===== src/ets_pkg.sv =====
// Shared constants and types for the exhaustive tour search block
`default_nettype none
package ets_pkg;

	// fixed field widths of the ports
	localparam int CITY_W     = 3;
	localparam int DIST_IN_W  = 16;
	localparam int COUNT_W    = 4;
	localparam int COST_OUT_W = 19;

	// tour cost saturates here on the output
	localparam logic [COST_OUT_W-1:0] COST_OUT_MAX = '1;

	// default build sizes
	localparam int MAX_CITIES_DEF = 8;
	localparam int DIST_BITS_DEF  = 16;

	// city count after reset
	localparam logic [COUNT_W-1:0] CITY_COUNT_RST = 4'd8;

	// commands from the controller to the datapath
	typedef struct packed {
		logic wr;         // write the accepted matrix entry
		logic init;       // identity order, clear best flag
		logic load_walk;  // copy order into walk register, clear sum
		logic issue;      // read one edge, rotate walk register
		logic cmp;        // compare sum with best, find pivot
		logic perm;       // step to next lexicographic order
		logic load_out;   // load best tour into output shifter
		logic shift_out;  // advance output shifter
	} ets_cmd_t;

endpackage
`default_nettype wire


===== src/ets_ram.sv =====
// Generic single write port, single read port RAM with registered read
`default_nettype none
module ets_ram #(
	parameter int WIDTH = 16,
	parameter int DEPTH = 64
) (
	input  wire logic                     clk,
	input  wire logic                     we,
	input  wire logic [$clog2(DEPTH)-1:0] waddr,
	input  wire logic [WIDTH-1:0]         wdata,
	input  wire logic                     re,
	input  wire logic [$clog2(DEPTH)-1:0] raddr,
	output      logic [WIDTH-1:0]         rdata
);

	logic [WIDTH-1:0] mem_q [DEPTH];
	logic [WIDTH-1:0] rdata_q;

	// write port and registered read port
	always_ff @(posedge clk) begin
		if (we) begin
			mem_q[waddr] <= wdata;
		end
		if (re) begin
			rdata_q <= mem_q[raddr];
		end
	end

	assign rdata = rdata_q;

endmodule
`default_nettype wire


===== src/ets_ctrl.sv =====
// Controller state machine for the exhaustive tour search
`default_nettype none
module ets_ctrl #(
	parameter int MAX_CITIES = ets_pkg::MAX_CITIES_DEF
) (
	input  wire logic                              clk,
	input  wire logic                              arst_n,
	input  wire logic                              in_valid,
	output      logic                              in_ready,
	input  wire logic                              start_search,
	output      logic                              out_valid,
	input  wire logic                              out_ready,
	output      logic                              last_city,
	input  wire logic [$clog2(MAX_CITIES+1)-1:0]   n_cities,
	input  wire logic                              has_next,
	output      ets_pkg::ets_cmd_t                 cmd
);

	localparam int NB    = $clog2(MAX_CITIES + 1);
	localparam int CNT_W = $clog2(MAX_CITIES);

	typedef enum logic [2:0] {
		IDLE, INIT, LOADW, SUM, LAST, CMP, PERM, OUT
	} state_t;

	state_t           state_q;
	logic             in_ready_q;
	logic             out_valid_q;
	logic [CNT_W-1:0] cnt_q;
	logic             cnt_last;
	logic             in_fire;

	assign cnt_last = (NB'(cnt_q) == (n_cities - NB'(1)));
	assign in_fire  = in_valid && in_ready_q;

	// state, counter and handshake registers
	always_ff @(posedge clk or negedge arst_n) begin
		if (!arst_n) begin
			state_q     <= IDLE;
			in_ready_q  <= 1'b0;
			out_valid_q <= 1'b0;
			cnt_q       <= '0;
		end else begin
			case (state_q)
				IDLE: begin
					in_ready_q <= 1'b1;
					if (in_fire && start_search) begin
						in_ready_q <= 1'b0;
						state_q    <= INIT;
					end
				end
				INIT: begin
					state_q <= LOADW;
				end
				LOADW: begin
					cnt_q   <= '0;
					state_q <= SUM;
				end
				SUM: begin
					cnt_q <= cnt_q + CNT_W'(1);
					if (cnt_last) begin
						state_q <= LAST;
					end
				end
				LAST: begin
					state_q <= CMP;
				end
				CMP: begin
					state_q <= PERM;
				end
				PERM: begin
					if (has_next) begin
						state_q <= LOADW;
					end else begin
						cnt_q       <= '0;
						out_valid_q <= 1'b1;
						state_q     <= OUT;
					end
				end
				OUT: begin
					if (out_ready) begin
						if (cnt_last) begin
							out_valid_q <= 1'b0;
							in_ready_q  <= 1'b1;
							state_q     <= IDLE;
						end else begin
							cnt_q <= cnt_q + CNT_W'(1);
						end
					end
				end
				default: begin
					state_q <= IDLE;
				end
			endcase
		end
	end

	// datapath commands decoded from state
	always_comb begin
		cmd           = '0;
		cmd.wr        = (state_q == IDLE) && in_fire;
		cmd.init      = (state_q == INIT);
		cmd.load_walk = (state_q == LOADW);
		cmd.issue     = (state_q == SUM);
		cmd.cmp       = (state_q == CMP);
		cmd.perm      = (state_q == PERM) && has_next;
		cmd.load_out  = (state_q == PERM) && !has_next;
		cmd.shift_out = (state_q == OUT) && out_ready && !cnt_last;
	end

	assign in_ready  = in_ready_q;
	assign out_valid = out_valid_q;
	assign last_city = out_valid_q && cnt_last;

endmodule
`default_nettype wire


===== src/ets_dp.sv =====
// Datapath: distance store, tour orders, cost sum, best tracking, output shifter
`default_nettype none
module ets_dp #(
	parameter int MAX_CITIES = ets_pkg::MAX_CITIES_DEF,
	parameter int DIST_BITS  = ets_pkg::DIST_BITS_DEF
) (
	input  wire logic                              clk,
	input  wire logic                              arst_n,
	input  wire ets_pkg::ets_cmd_t                 cmd,
	input  wire logic                              cfg_we,
	input  wire logic [ets_pkg::COUNT_W-1:0]       city_count,
	input  wire logic [ets_pkg::CITY_W-1:0]        row_city,
	input  wire logic [ets_pkg::CITY_W-1:0]        col_city,
	input  wire logic [ets_pkg::DIST_IN_W-1:0]     distance,
	output      logic [$clog2(MAX_CITIES+1)-1:0]   n_cities,
	output      logic                              has_next,
	output      logic [ets_pkg::CITY_W-1:0]        tour_city,
	output      logic [ets_pkg::COST_OUT_W-1:0]    tour_cost
);

	localparam int NB      = $clog2(MAX_CITIES + 1);
	localparam int CB      = $clog2(MAX_CITIES);
	localparam int DEPTH   = MAX_CITIES * MAX_CITIES;
	localparam int ADDR_W  = $clog2(DEPTH);
	localparam int COST_W  = DIST_BITS + $clog2(MAX_CITIES);
	localparam int SAT_W   = (COST_W > ets_pkg::COST_OUT_W) ? COST_W : ets_pkg::COST_OUT_W;

	logic [ets_pkg::COUNT_W-1:0] city_count_q;
	logic [CB-1:0]               ord_q  [MAX_CITIES];
	logic [CB-1:0]               walk_q [MAX_CITIES];
	logic [CB-1:0]               best_ord_q [MAX_CITIES];
	logic [CB-1:0]               out_q  [MAX_CITIES];
	logic [COST_W-1:0]           sum_q;
	logic [COST_W-1:0]           best_q;
	logic                        have_q;
	logic                        issue_s1;
	logic [NB-1:0]               piv_q;
	logic [NB-1:0]               swp_q;
	logic                        has_next_q;
	logic [ets_pkg::COST_OUT_W-1:0] cost_out_q;

	logic                        wr_ok;
	logic [ADDR_W-1:0]           waddr;
	logic [ADDR_W-1:0]           raddr;
	logic [DIST_BITS-1:0]        rdata;
	logic [CB-1:0]               edge_to;
	logic [NB-1:0]               piv_c;
	logic [NB-1:0]               swp_c;
	logic                        found_c;
	logic [CB-1:0]               pval_c;
	logic [CB-1:0]               pval_q;
	logic [CB-1:0]               ord_nx [MAX_CITIES];
	logic [SAT_W-1:0]            best_ext;

	// city count register and clamp into 1..MAX_CITIES
	always_ff @(posedge clk or negedge arst_n) begin
		if (!arst_n) begin
			city_count_q <= ets_pkg::CITY_COUNT_RST;
		end else if (cfg_we) begin
			city_count_q <= city_count;
		end
	end

	always_comb begin
		if (city_count_q == '0) begin
			n_cities = NB'(1);
		end else if (int'(city_count_q) > MAX_CITIES) begin
			n_cities = NB'(MAX_CITIES);
		end else begin
			n_cities = NB'(city_count_q);
		end
	end

	// matrix write address, entries outside the store are dropped
	assign wr_ok = (int'(row_city) < MAX_CITIES) && (int'(col_city) < MAX_CITIES);
	assign waddr = ADDR_W'(int'(row_city) * MAX_CITIES + int'(col_city));

	// edge read: walk head to its successor, wrapping to itself for one city
	assign edge_to = (n_cities > NB'(1)) ? walk_q[1] : walk_q[0];
	assign raddr   = ADDR_W'(int'(walk_q[0]) * MAX_CITIES + int'(edge_to));

	ets_ram #(
		.WIDTH (DIST_BITS),
		.DEPTH (DEPTH)
	) u_dist_ram (
		.clk   (clk),
		.we    (cmd.wr && wr_ok),
		.waddr (waddr),
		.wdata (DIST_BITS'(distance)),
		.re    (cmd.issue),
		.raddr (raddr),
		.rdata (rdata)
	);

	// pivot search: rightmost ascent at or after position one
	always_comb begin
		found_c = 1'b0;
		piv_c   = '0;
		swp_c   = '0;
		pval_c  = '0;
		for (int i = 2; i < MAX_CITIES; i++) begin
			if ((i < int'(n_cities)) && (ord_q[i-1] < ord_q[i])) begin
				found_c = 1'b1;
				piv_c   = NB'(i);
			end
		end
		for (int k = 1; k < MAX_CITIES; k++) begin
			if (k == int'(piv_c) - 1) begin
				pval_c = ord_q[k];
			end
		end
		for (int k = 1; k < MAX_CITIES; k++) begin
			if ((k < int'(n_cities)) && (k >= int'(piv_c)) && (ord_q[k] > pval_c)) begin
				swp_c = NB'(k);
			end
		end
	end

	// next order: swap pivot with the rightmost larger tail element, reverse the tail
	always_comb begin
		for (int k = 0; k < MAX_CITIES; k++) begin
			ord_nx[k] = ord_q[k];
			if (k == int'(piv_q) - 1) begin
				for (int s = 0; s < MAX_CITIES; s++) begin
					if (s == int'(swp_q)) begin
						ord_nx[k] = ord_q[s];
					end
				end
			end else if ((k >= int'(piv_q)) && (k < int'(n_cities))) begin
				for (int s = 0; s < MAX_CITIES; s++) begin
					if (s == int'(piv_q) + int'(n_cities) - 1 - k) begin
						ord_nx[k] = (s == int'(swp_q)) ? pval_q : ord_q[s];
					end
				end
			end
		end
	end

	// control flags of the search
	always_ff @(posedge clk or negedge arst_n) begin
		if (!arst_n) begin
			have_q     <= 1'b0;
			issue_s1   <= 1'b0;
			has_next_q <= 1'b0;
		end else begin
			issue_s1 <= cmd.issue;
			if (cmd.init) begin
				have_q <= 1'b0;
			end else if (cmd.cmp) begin
				have_q <= 1'b1;
			end
			if (cmd.cmp) begin
				has_next_q <= found_c;
			end
		end
	end

	// orders, cost sum, best tour and output shifter
	always_ff @(posedge clk) begin
		if (cmd.init) begin
			for (int k = 0; k < MAX_CITIES; k++) begin
				ord_q[k] <= CB'(k);
			end
		end else if (cmd.perm) begin
			ord_q <= ord_nx;
		end

		if (cmd.load_walk) begin
			walk_q <= ord_q;
		end else if (cmd.issue) begin
			for (int k = 0; k < MAX_CITIES; k++) begin
				if (k == int'(n_cities) - 1) begin
					walk_q[k] <= walk_q[0];
				end else if (k < MAX_CITIES - 1) begin
					walk_q[k] <= walk_q[k+1];
				end
			end
		end

		if (cmd.load_walk) begin
			sum_q <= '0;
		end else if (issue_s1) begin
			sum_q <= sum_q + COST_W'(rdata);
		end

		if (cmd.cmp) begin
			piv_q  <= piv_c;
			swp_q  <= swp_c;
			pval_q <= pval_c;
			if (!have_q || (sum_q < best_q)) begin
				best_q     <= sum_q;
				best_ord_q <= ord_q;
			end
		end

		if (cmd.load_out) begin
			out_q <= best_ord_q;
			if (best_ext > SAT_W'(ets_pkg::COST_OUT_MAX)) begin
				cost_out_q <= ets_pkg::COST_OUT_MAX;
			end else begin
				cost_out_q <= best_ext[ets_pkg::COST_OUT_W-1:0];
			end
		end else if (cmd.shift_out) begin
			for (int k = 0; k < MAX_CITIES - 1; k++) begin
				out_q[k] <= out_q[k+1];
			end
		end
	end

	assign best_ext  = SAT_W'(best_q);
	assign has_next  = has_next_q;
	assign tour_city = ets_pkg::CITY_W'(out_q[0]);
	assign tour_cost = cost_out_q;

endmodule
`default_nettype wire


===== src/exhaustive_tour_search.sv =====
// Top level of the exhaustive closed-tour search block
//
// channel   direction  handshake              word
// in        input      in_valid / in_ready    row_city, col_city, distance, start_search
// out       output     out_valid / out_ready  tour_city, tour_cost, last_city
// cfg       input      cfg_valid / cfg_ready  city_count
//
// a matrix entry word without start_search is written and gives no output
// a start word writes its entry, then runs (n-1)! tours, each with a walk load,
// one distance store read per edge, then compare and permutation step
// the best tour leaves as n words, one city each, held while out_ready is low
// reset clears control state and resets the city count; distance entries hold garbage until written
`default_nettype none
module exhaustive_tour_search #(
	parameter int MAX_CITIES = ets_pkg::MAX_CITIES_DEF,
	parameter int DIST_BITS  = ets_pkg::DIST_BITS_DEF
) (
	input  wire logic                              clk,
	input  wire logic                              arst_n,
	input  wire logic                              in_valid,
	output      logic                              in_ready,
	input  wire logic [ets_pkg::CITY_W-1:0]        row_city,
	input  wire logic [ets_pkg::CITY_W-1:0]        col_city,
	input  wire logic [ets_pkg::DIST_IN_W-1:0]     distance,
	input  wire logic                              start_search,
	output      logic                              out_valid,
	input  wire logic                              out_ready,
	output      logic [ets_pkg::CITY_W-1:0]        tour_city,
	output      logic [ets_pkg::COST_OUT_W-1:0]    tour_cost,
	output      logic                              last_city,
	input  wire logic                              cfg_valid,
	output      logic                              cfg_ready,
	input  wire logic [ets_pkg::COUNT_W-1:0]       city_count
);

	ets_pkg::ets_cmd_t                 cmd;
	logic [$clog2(MAX_CITIES+1)-1:0]   n_cities;
	logic                              has_next;

	// config register is always writable
	assign cfg_ready = 1'b1;

	ets_ctrl #(
		.MAX_CITIES (MAX_CITIES)
	) u_ctrl (
		.clk          (clk),
		.arst_n       (arst_n),
		.in_valid     (in_valid),
		.in_ready     (in_ready),
		.start_search (start_search),
		.out_valid    (out_valid),
		.out_ready    (out_ready),
		.last_city    (last_city),
		.n_cities     (n_cities),
		.has_next     (has_next),
		.cmd          (cmd)
	);

	ets_dp #(
		.MAX_CITIES (MAX_CITIES),
		.DIST_BITS  (DIST_BITS)
	) u_dp (
		.clk        (clk),
		.arst_n     (arst_n),
		.cmd        (cmd),
		.cfg_we     (cfg_valid && cfg_ready),
		.city_count (city_count),
		.row_city   (row_city),
		.col_city   (col_city),
		.distance   (distance),
		.n_cities   (n_cities),
		.has_next   (has_next),
		.tour_city  (tour_city),
		.tour_cost  (tour_cost)
	);

endmodule
`default_nettype wire

===== config.mk =====
export PLATFORM = sky130hd
export DESIGN_NAME = exhaustive_tour_search
export DESIGN_NICKNAME = d
export VERILOG_FILES = /design/src/ets_pkg.sv /design/src/ets_ram.sv /design/src/ets_ctrl.sv /design/src/ets_dp.sv /design/src/exhaustive_tour_search.sv
export SDC_FILE = /design/constraint.sdc
export NUM_CORES = 2
export LEC_CHECK = 0
export BUFFER_PORTS_ARGS = -buffer_cell sky130_fd_sc_hd__buf_2
export CAP_MARGIN = 15
export CORE_MARGIN = 1
export CORE_UTILIZATION = 50
export DETAILED_ROUTE_END_ITERATION = 6
export PLACE_DENSITY = 0.72
export REMOVE_ABC_BUFFERS = 1
export SLEW_MARGIN = 25
export SYNTH_ARGS = -nofsm -noshare
export SYNTH_HDL_FRONTEND = slang
export SYNTH_SLANG_ARGS = --single-unit

===== constraint.sdc =====
create_clock -name clk -period 6.2 [get_ports clk]
set_clock_uncertainty 0.2 [all_clocks]
set_input_delay 0.62 -clock clk [delete_from_list [all_inputs] [get_ports clk]]
set_output_delay 0.62 -clock clk [all_outputs]
set_load 0.03 [all_outputs]

; ---- Word level (Yosys, flattened, before mapping)
; Memories as Yosys holds them, arrays and structs flattened. A register that Yosys moved wholly into a read port is not among the register bits.
; Cells that the tools add are included.
[word_totals]
n_memories = 1
ram_bits = 1024
reg_bits = 179
output_inout_bits = 26
[memory_table]
columns = memory, words, width, read_ports, rd_ports_with_merged_regs, wr, line_no
row1 = u_dp.u_dist_ram.mem_q, 64, 16, 1, 1, 1, ets_ram.sv:16  ; logic [WIDTH-1:0] mem_q [DEPTH];
[classes]
n_reduce_logical = 94
mux = 192
add_sub_neg = 17
eq_ne = 114
order_cmp = 40
[ops]
columns = operator, n
row1 = $eq 4x32->1 const A, 44
row2 = $eq 3x32->1 const A, 22
row3 = $mux 3, 158
row4 = $eq 2x32->1 const A, 11
row5 = $logic_not 32->1, 10
row6 = $sub 32x4->32 const B, 4
row7 = $reduce_bool 9->1, 8
row8 = $sub 32x2->32 const B, 2
row9 = $sub 32x3->32 const B, 2
row10 = $ne 8x1->1 const B, 7
row11 = $mux 24, 2
row12 = $mux 21, 2
row13 = $logic_and 1x1->1, 36
row14 = $reduce_and 5->1, 7
row15 = $reduce_bool 2->1, 14
row16 = $pmux 3 s8, 1
row17 = $gt 3x3->1, 7
row18 = $add 19x16->19, 1
row19 = $gt 19x19->1 const B, 1
row20 = $lt 19x19->1, 1
row21 = $lt 3x3->1, 6
row22 = $mux 1, 18
row23 = $eq 4x4->1 const A, 4
row24 = $ge 3x4->1 const A, 4
row25 = other kinds (45), 85

; ---- Longest topological paths before layout
[depth]
ltp_word = 28
mapped_depth = 26
depth_no_buf = 26

; ---- Hierarchy
; Synthesis repeated with hierarchy kept, for this count alone.
[hier_totals]
cells_unflattened = 3413
hier_area_um2 = 53792.8
[by_module_without_submodules]
columns = module, n_inst, area_per_inst_um2, cells_per_inst, seq_area_each_um2
row1 = ets_ram, 1, 40138.5, 1820, 31230.0
row2 = ets_dp, 1, 12995.0, 1509, 4610.7
row3 = ets_ctrl, 1, 648.1, 82, 200.2
row4 = exhaustive_tour_search, 1, 11.3, 2, 0.0

; ---- Worst setup path after synthesis
; Ideal clock, no wire load.
[synth_timing]
path_type = register -> register
startpoint = register u_dp.city_count_q[3] (netlist bit)
endpoint = register u_dp.swp_q[0], data pin
n_path_buf = 2
path_slack_ps = 608
period_less_slack_ps = 5592
required_ps = 5735
t_arrival_ps = 5127
stages_incl_launch_ff = 24
setup_time_ps = 265
path_cell_list = dfstp_2 buf_2 inv_1 nand2_1 inv_1 ha_1 a21oi_1 a211oi_2 or3_1 or3_1 clkbuf_1 ha_1 nand2b_1 nor3_1 a221o_1 a21oi_1 a311o_1 a41oi_1 inv_1 ha_1 and3_1 or4_4 o31ai_1 o211ai_1
[synth_between]
elab_cells_between_ends = 72
cone_classes = add/sub: 1 / order compare: 22 / eq/ne: 7 / mux: 21 / reduce/logical: 21
[synth_rtl]
columns = element, line_no
row1 = start: declaration, ets_dp.sv:28  ; logic [ets_pkg::COUNT_W-1:0] city_count_q;
row2 = start signal: assignment, ets_dp.sv:58  ; city_count_q <= ets_pkg::CITY_COUNT_RST;
row3 = start signal: assignment, ets_dp.sv:60  ; city_count_q <= city_count;
row4 = $gt 4x4->1, ets_dp.sv:67  ; end else if (int'(city_count_q) > MAX_CITIES) begin
row5 = $mux 4, ets_dp.sv:67
row6 = $mux 4 (*), ets_dp.sv:65  ; if (city_count_q == '0) begin
row7 = $lt 3x4->1, ets_dp.sv:102  ; if ((i < int'(n_cities)) && (ord_q[i-1] < ord_q[i])) begin
row8 = $logic_and 1x1->1, ets_dp.sv:102
row9 = $mux 3 (3 in series), ets_dp.sv:102
row10 = $mux 3 (*), ets_dp.sv:102
row11 = named net u_dp.piv_c[2], ets_dp.sv:47  ; logic [NB-1:0] piv_c;
row12 = (+2 left out), -
row13 = $mux 3 (6 in series), ets_dp.sv:108  ; if (k == int'(piv_c) - 1) begin
row14 = $mux 3 (*), ets_dp.sv:108
row15 = named net u_dp.pval_c[2], ets_dp.sv:50  ; logic [CB-1:0] pval_c;
row16 = $gt 3x3->1, ets_dp.sv:113  ; if ((k < int'(n_cities)) && (k >= int'(piv_c)) && (ord_q[k] > pval_c)) begin
row17 = $logic_and 1x1->1, ets_dp.sv:113
row18 = $mux 1, ets_dp.sv:113
row19 = $mux 2 (4 in series), ets_dp.sv:113
row20 = $mux 1, ets_dp.sv:113
row21 = end signal: assignment, ets_dp.sv:188  ; swp_q <= swp_c;
row22 = end: declaration, ets_dp.sv:38  ; logic [NB-1:0] swp_q;
; Mark *: on every way through the listed nets, which the timed path passes. The rest lies on a longest branch.
; A chain may end at the register's enable or synchronous reset.

; ---- Worst setup path in the final report
[layout_timing]
startpoint = register u_dp.city_count_q[3] (netlist bit)
endpoint = register u_dp.swp_q[0], data pin
[layout_between]
elab_chain_cells = 28
elab_cells_between_ends = 72
cone_classes = add/sub: 1 / order compare: 22 / eq/ne: 7 / mux: 21 / reduce/logical: 21
[layout_lines]
columns = element, line_no
row1 = $gt 4x4->1, ets_dp.sv:67
row2 = $mux 4, ets_dp.sv:67
row3 = $mux 4 (*), ets_dp.sv:65
row4 = $lt 2x4->1, ets_dp.sv:102
row5 = $logic_and 1x1->1, ets_dp.sv:102
row6 = $mux 2 (2 in series), ets_dp.sv:102
row7 = $mux 3 (3 in series), ets_dp.sv:102
row8 = $mux 3 (*), ets_dp.sv:102
row9 = (+2 left out), -
row10 = $mux 3 (6 in series), ets_dp.sv:108
row11 = $mux 3 (*), ets_dp.sv:108
row12 = named net u_dp.pval_c[2], ets_dp.sv:50
row13 = $gt 3x3->1, ets_dp.sv:113
row14 = $logic_and 1x1->1, ets_dp.sv:113
row15 = $mux 1, ets_dp.sv:113
row16 = $mux 2 (4 in series), ets_dp.sv:113
row17 = $mux 1, ets_dp.sv:113
; Marks and branches as above.

==> results.cfg <==
[run_status]
status = complete, no violations

[logic_synthesis]
synthDistinctLibCells = 91
netlist_area_um2 = 53700
netlist_instances = 3218
ys_seq_area_share_pct = 67.1
yosys_register_bits = 1217
syn_avg_cell_area_um2 = 16.7
synth_edf_count = 1159
ys_warn_count = 0
synthFlopType = edfxtp_1
async_flop_share_pct = 1.23

[cts]
cts_setup_buffers = 0
path_clk_slew_ps = 60
tritoncts = yes
clk_latency_ps = 710
cts-htree-levels = 3
cts_sinks = 1217
root_buffer = clkbuf_16
cts_buffers = 111
clock_path_buffers = 3

[power]
p_per_area_nw_per_um2 = 464
irDropWorstVdd_mv = 0.315
p_leak_nw = 20.3
p_total_w = 0.0281

[sta]
period_minus_slack_ps = 5750
worstMarginPinSlew_ps = 1120
grt_setup_unrepaired = false
slew_headroom_pct = 23.4
slew_viol_final = 0
final.setup.worst_slack_ps = 453
fmax_mhz = 174
setup_violations = 0
holdWs_ps = 123
period_share_pct = 92.7
hold_viol_final = 0

[detailed_routing]
drt_iter0_markers = 3818
ant_nets = 0
drt-vias-per-instance = 6.46
drc = 0
wl_per_cell_um = 29.7
dr.pass1.iters = 6
drt_wl_total_um = 145000
vias = 31464

[global_routing]
grt-ovfl-total = 0
grt_pass1_wl_um = 211000
grt_util_all_layers_pct = 26.7
antenna_found_initial = 4
grt_max_degree = 65
grt_pass1_vias = 30807

[job]
cap_violations = 0

[worst_setup_path]
cp.arrival_ps = 5970
ff2ff_path_depth = 22
endpoint_kind = flop
cp_slowest_cell = dfstp_2
critPathLaunchType = flop
path_cells = inv_1, nand2_1, inv_1, ha_1, a21oi_1, a211oi_2, or3_1, or3_1, ha_1, nor2_1, nand2b_1, nor2_1, a221o_1, a21oi_1, a311o_1, a41oi_1, inv_1, ha_1, and3_1, or4_4, o31ai_1, o211ai_1
path_buf_inv = 3
endpoint = u_dp.swp_q[0]
worstPathMaxFanout = 13
crit_required_ps = 6420
worstSetupPathType = reg -> reg
r2r-end = u_dp.swp_q[0]
cp_top_family = simple AND/OR/NAND/NOR gates
startpoint = u_dp.city_count_q[3]
r2r_slack_ps = 450
crit_cells = 22
worst_path_largest_cell_delay_ps = 710
r2r_start = u_dp.city_count_q[3]

[floorplanning]
die_w_um = 330
start_util_pct = 50.7
io_pins = 58
fp.coreArea_um2 = 106000
die_h_um = 330
dieArea_um2 = 109000
row_count = 119

[placed_design]
place_ws_ps = 413
port-buffer-count = 56
gp_congestion = 1.00
placed_cell_area_um2 = 56500
place.detailed.hpwl_um = 90500

[cells_and_area]
fin_area_um2 = 60500
drive_gt1_share_pct = 24.2
final_cell_mix = edfxtp_1 (1,159), mux4_2 (336), nor2_1 (221)
fin_nets = 3506
area_growth_pct = 12.7
final_common_cell = edfxtp_1

[worst_hold_path]
hp-class = in -> reg
min_from = out_ready
state kept, by name (all words and copies together) (netlist names), 4 cells and up:
signal / flops
u_dp.u_dist_ram.mem_q: 1024
u_dp.best_ord_q: 24
u_dp.ord_q: 24
u_dp.walk_q: 24
u_dp.out_q: 21
u_dp.best_ext: 19
u_dp.sum_q: 19
u_dp.tour_cost: 19
u_dp.u_dist_ram.rdata: 16
u_dp.city_count_q: 4
worst min path at each step:
| stage | to | slack (ps) | depth (start not counted) |
|---|---|---|---|
| 6_report | u_ctrl.state_q[0] | 120 | 4 |
| 5_1_grt | u_ctrl.state_q[0] | 130 | 4 |
| 4_1_cts | u_ctrl.state_q[0] | 90 | 4 |
| 3_5_place_dp | u_dp.out_q[2] | 210 | 0 |
| 3_3_place_gp | u_dp.out_q[0] | 200 | 0 |
| 2_1_floorplan | u_ctrl.cnt_q[0] | 120 | 0 |
repair_timing:
action | CTS | global route
hold endpoints to repair | 20 | 0
gates resized for setup | 0 | 1
setup endpoints to repair | 0 | 2
hold buffers | 8 | 0
power breakdown:
part / internal [W] / switching [W]
logic: 0.00472 / 0.00624
clock network: 0.00409 / 0.00306
registers: 0.00960 / 0.000365
cell families (layout without fill, tap and decap cells):
| group | Yosys count | after routing | share of synthesized area (%) |
|---|---|---|---|
| compound gates | 519 | 519 | 6.40 |
| xor+xnor | 31 | 31 | 0.557 |
| fa+ha+maj | 102 | 102 | 2.38 |
| buf+inv | 284 | 541 | 2.09 |
| flops | 1217 | 1217 | 67.1 |
| mux | 441 | 441 | 16.2 |
| other cells | 1 | 2 | 0.00699 |
| simple gates | 623 | 623 | 5.25 |
metrics by stage:
stage               utilization, %  setup TNS [ps]  instances
global route                  57.1               0       4866
CTS                           57.1               0       4865
finish                        57.1               0       4867
global placement              53.3               0       4646
floorplan                        -         -357130       3021
detailed placement            53.4               0       4647
final cells by class:
cell class / instances / area, um^2
clock inverters: 82 / 945
well taps: 1391 / 1740
fillers: 7799 / 45400
diodes: 1 / 2.50
repair buffers: 244 / 1920
clock buffers: 128 / 2900
inverters: 87 / 327
flip-flops and latches: 1217 / 36000
multi-input cells: 1717 / 16600
layer usage:
metal	track usage (%)	vias up	wire [um]
met4	8.43	4	4550
li1	-	13273	-
met1	37.4	16103	58200
met2	43.0	1796	69300
met5	0	-	27
met3	4.76	288	12700
worst reg2reg max path, stage by stage (launching register included):
cell	delay (ps)
dfstp_2	710
inv_1	100
nand2_1	170
inv_1	130
ha_1	250
a21oi_1	310
a211oi_2	90
or3_1	370
or3_1	380
ha_1	390
nor2_1	160
nand2b_1	100
nor2_1	140
a221o_1	120
a21oi_1	40
a311o_1	270
a41oi_1	260
inv_1	130
ha_1	300
and3_1	160
or4_4	510
o31ai_1	90
o211ai_1	110
synth_stat cells, drive strengths merged, types with 38 or more instances:
master  count  share of area, %
edfxtp   1159                65
a21oi     128               1.2
nor3       38              0.36
buf        46              0.43
mux2       46              0.97
mux4      336                14
dfxtp      43               1.6
o21ai     108               1.0
nor2      228               1.6
nand2     184               1.3
ha         94               2.2
mux2i      59               1.1
inv        84              0.59
clkbuf    151               1.1
nand3      50              0.47
Power figures use the tool's default switching activity.
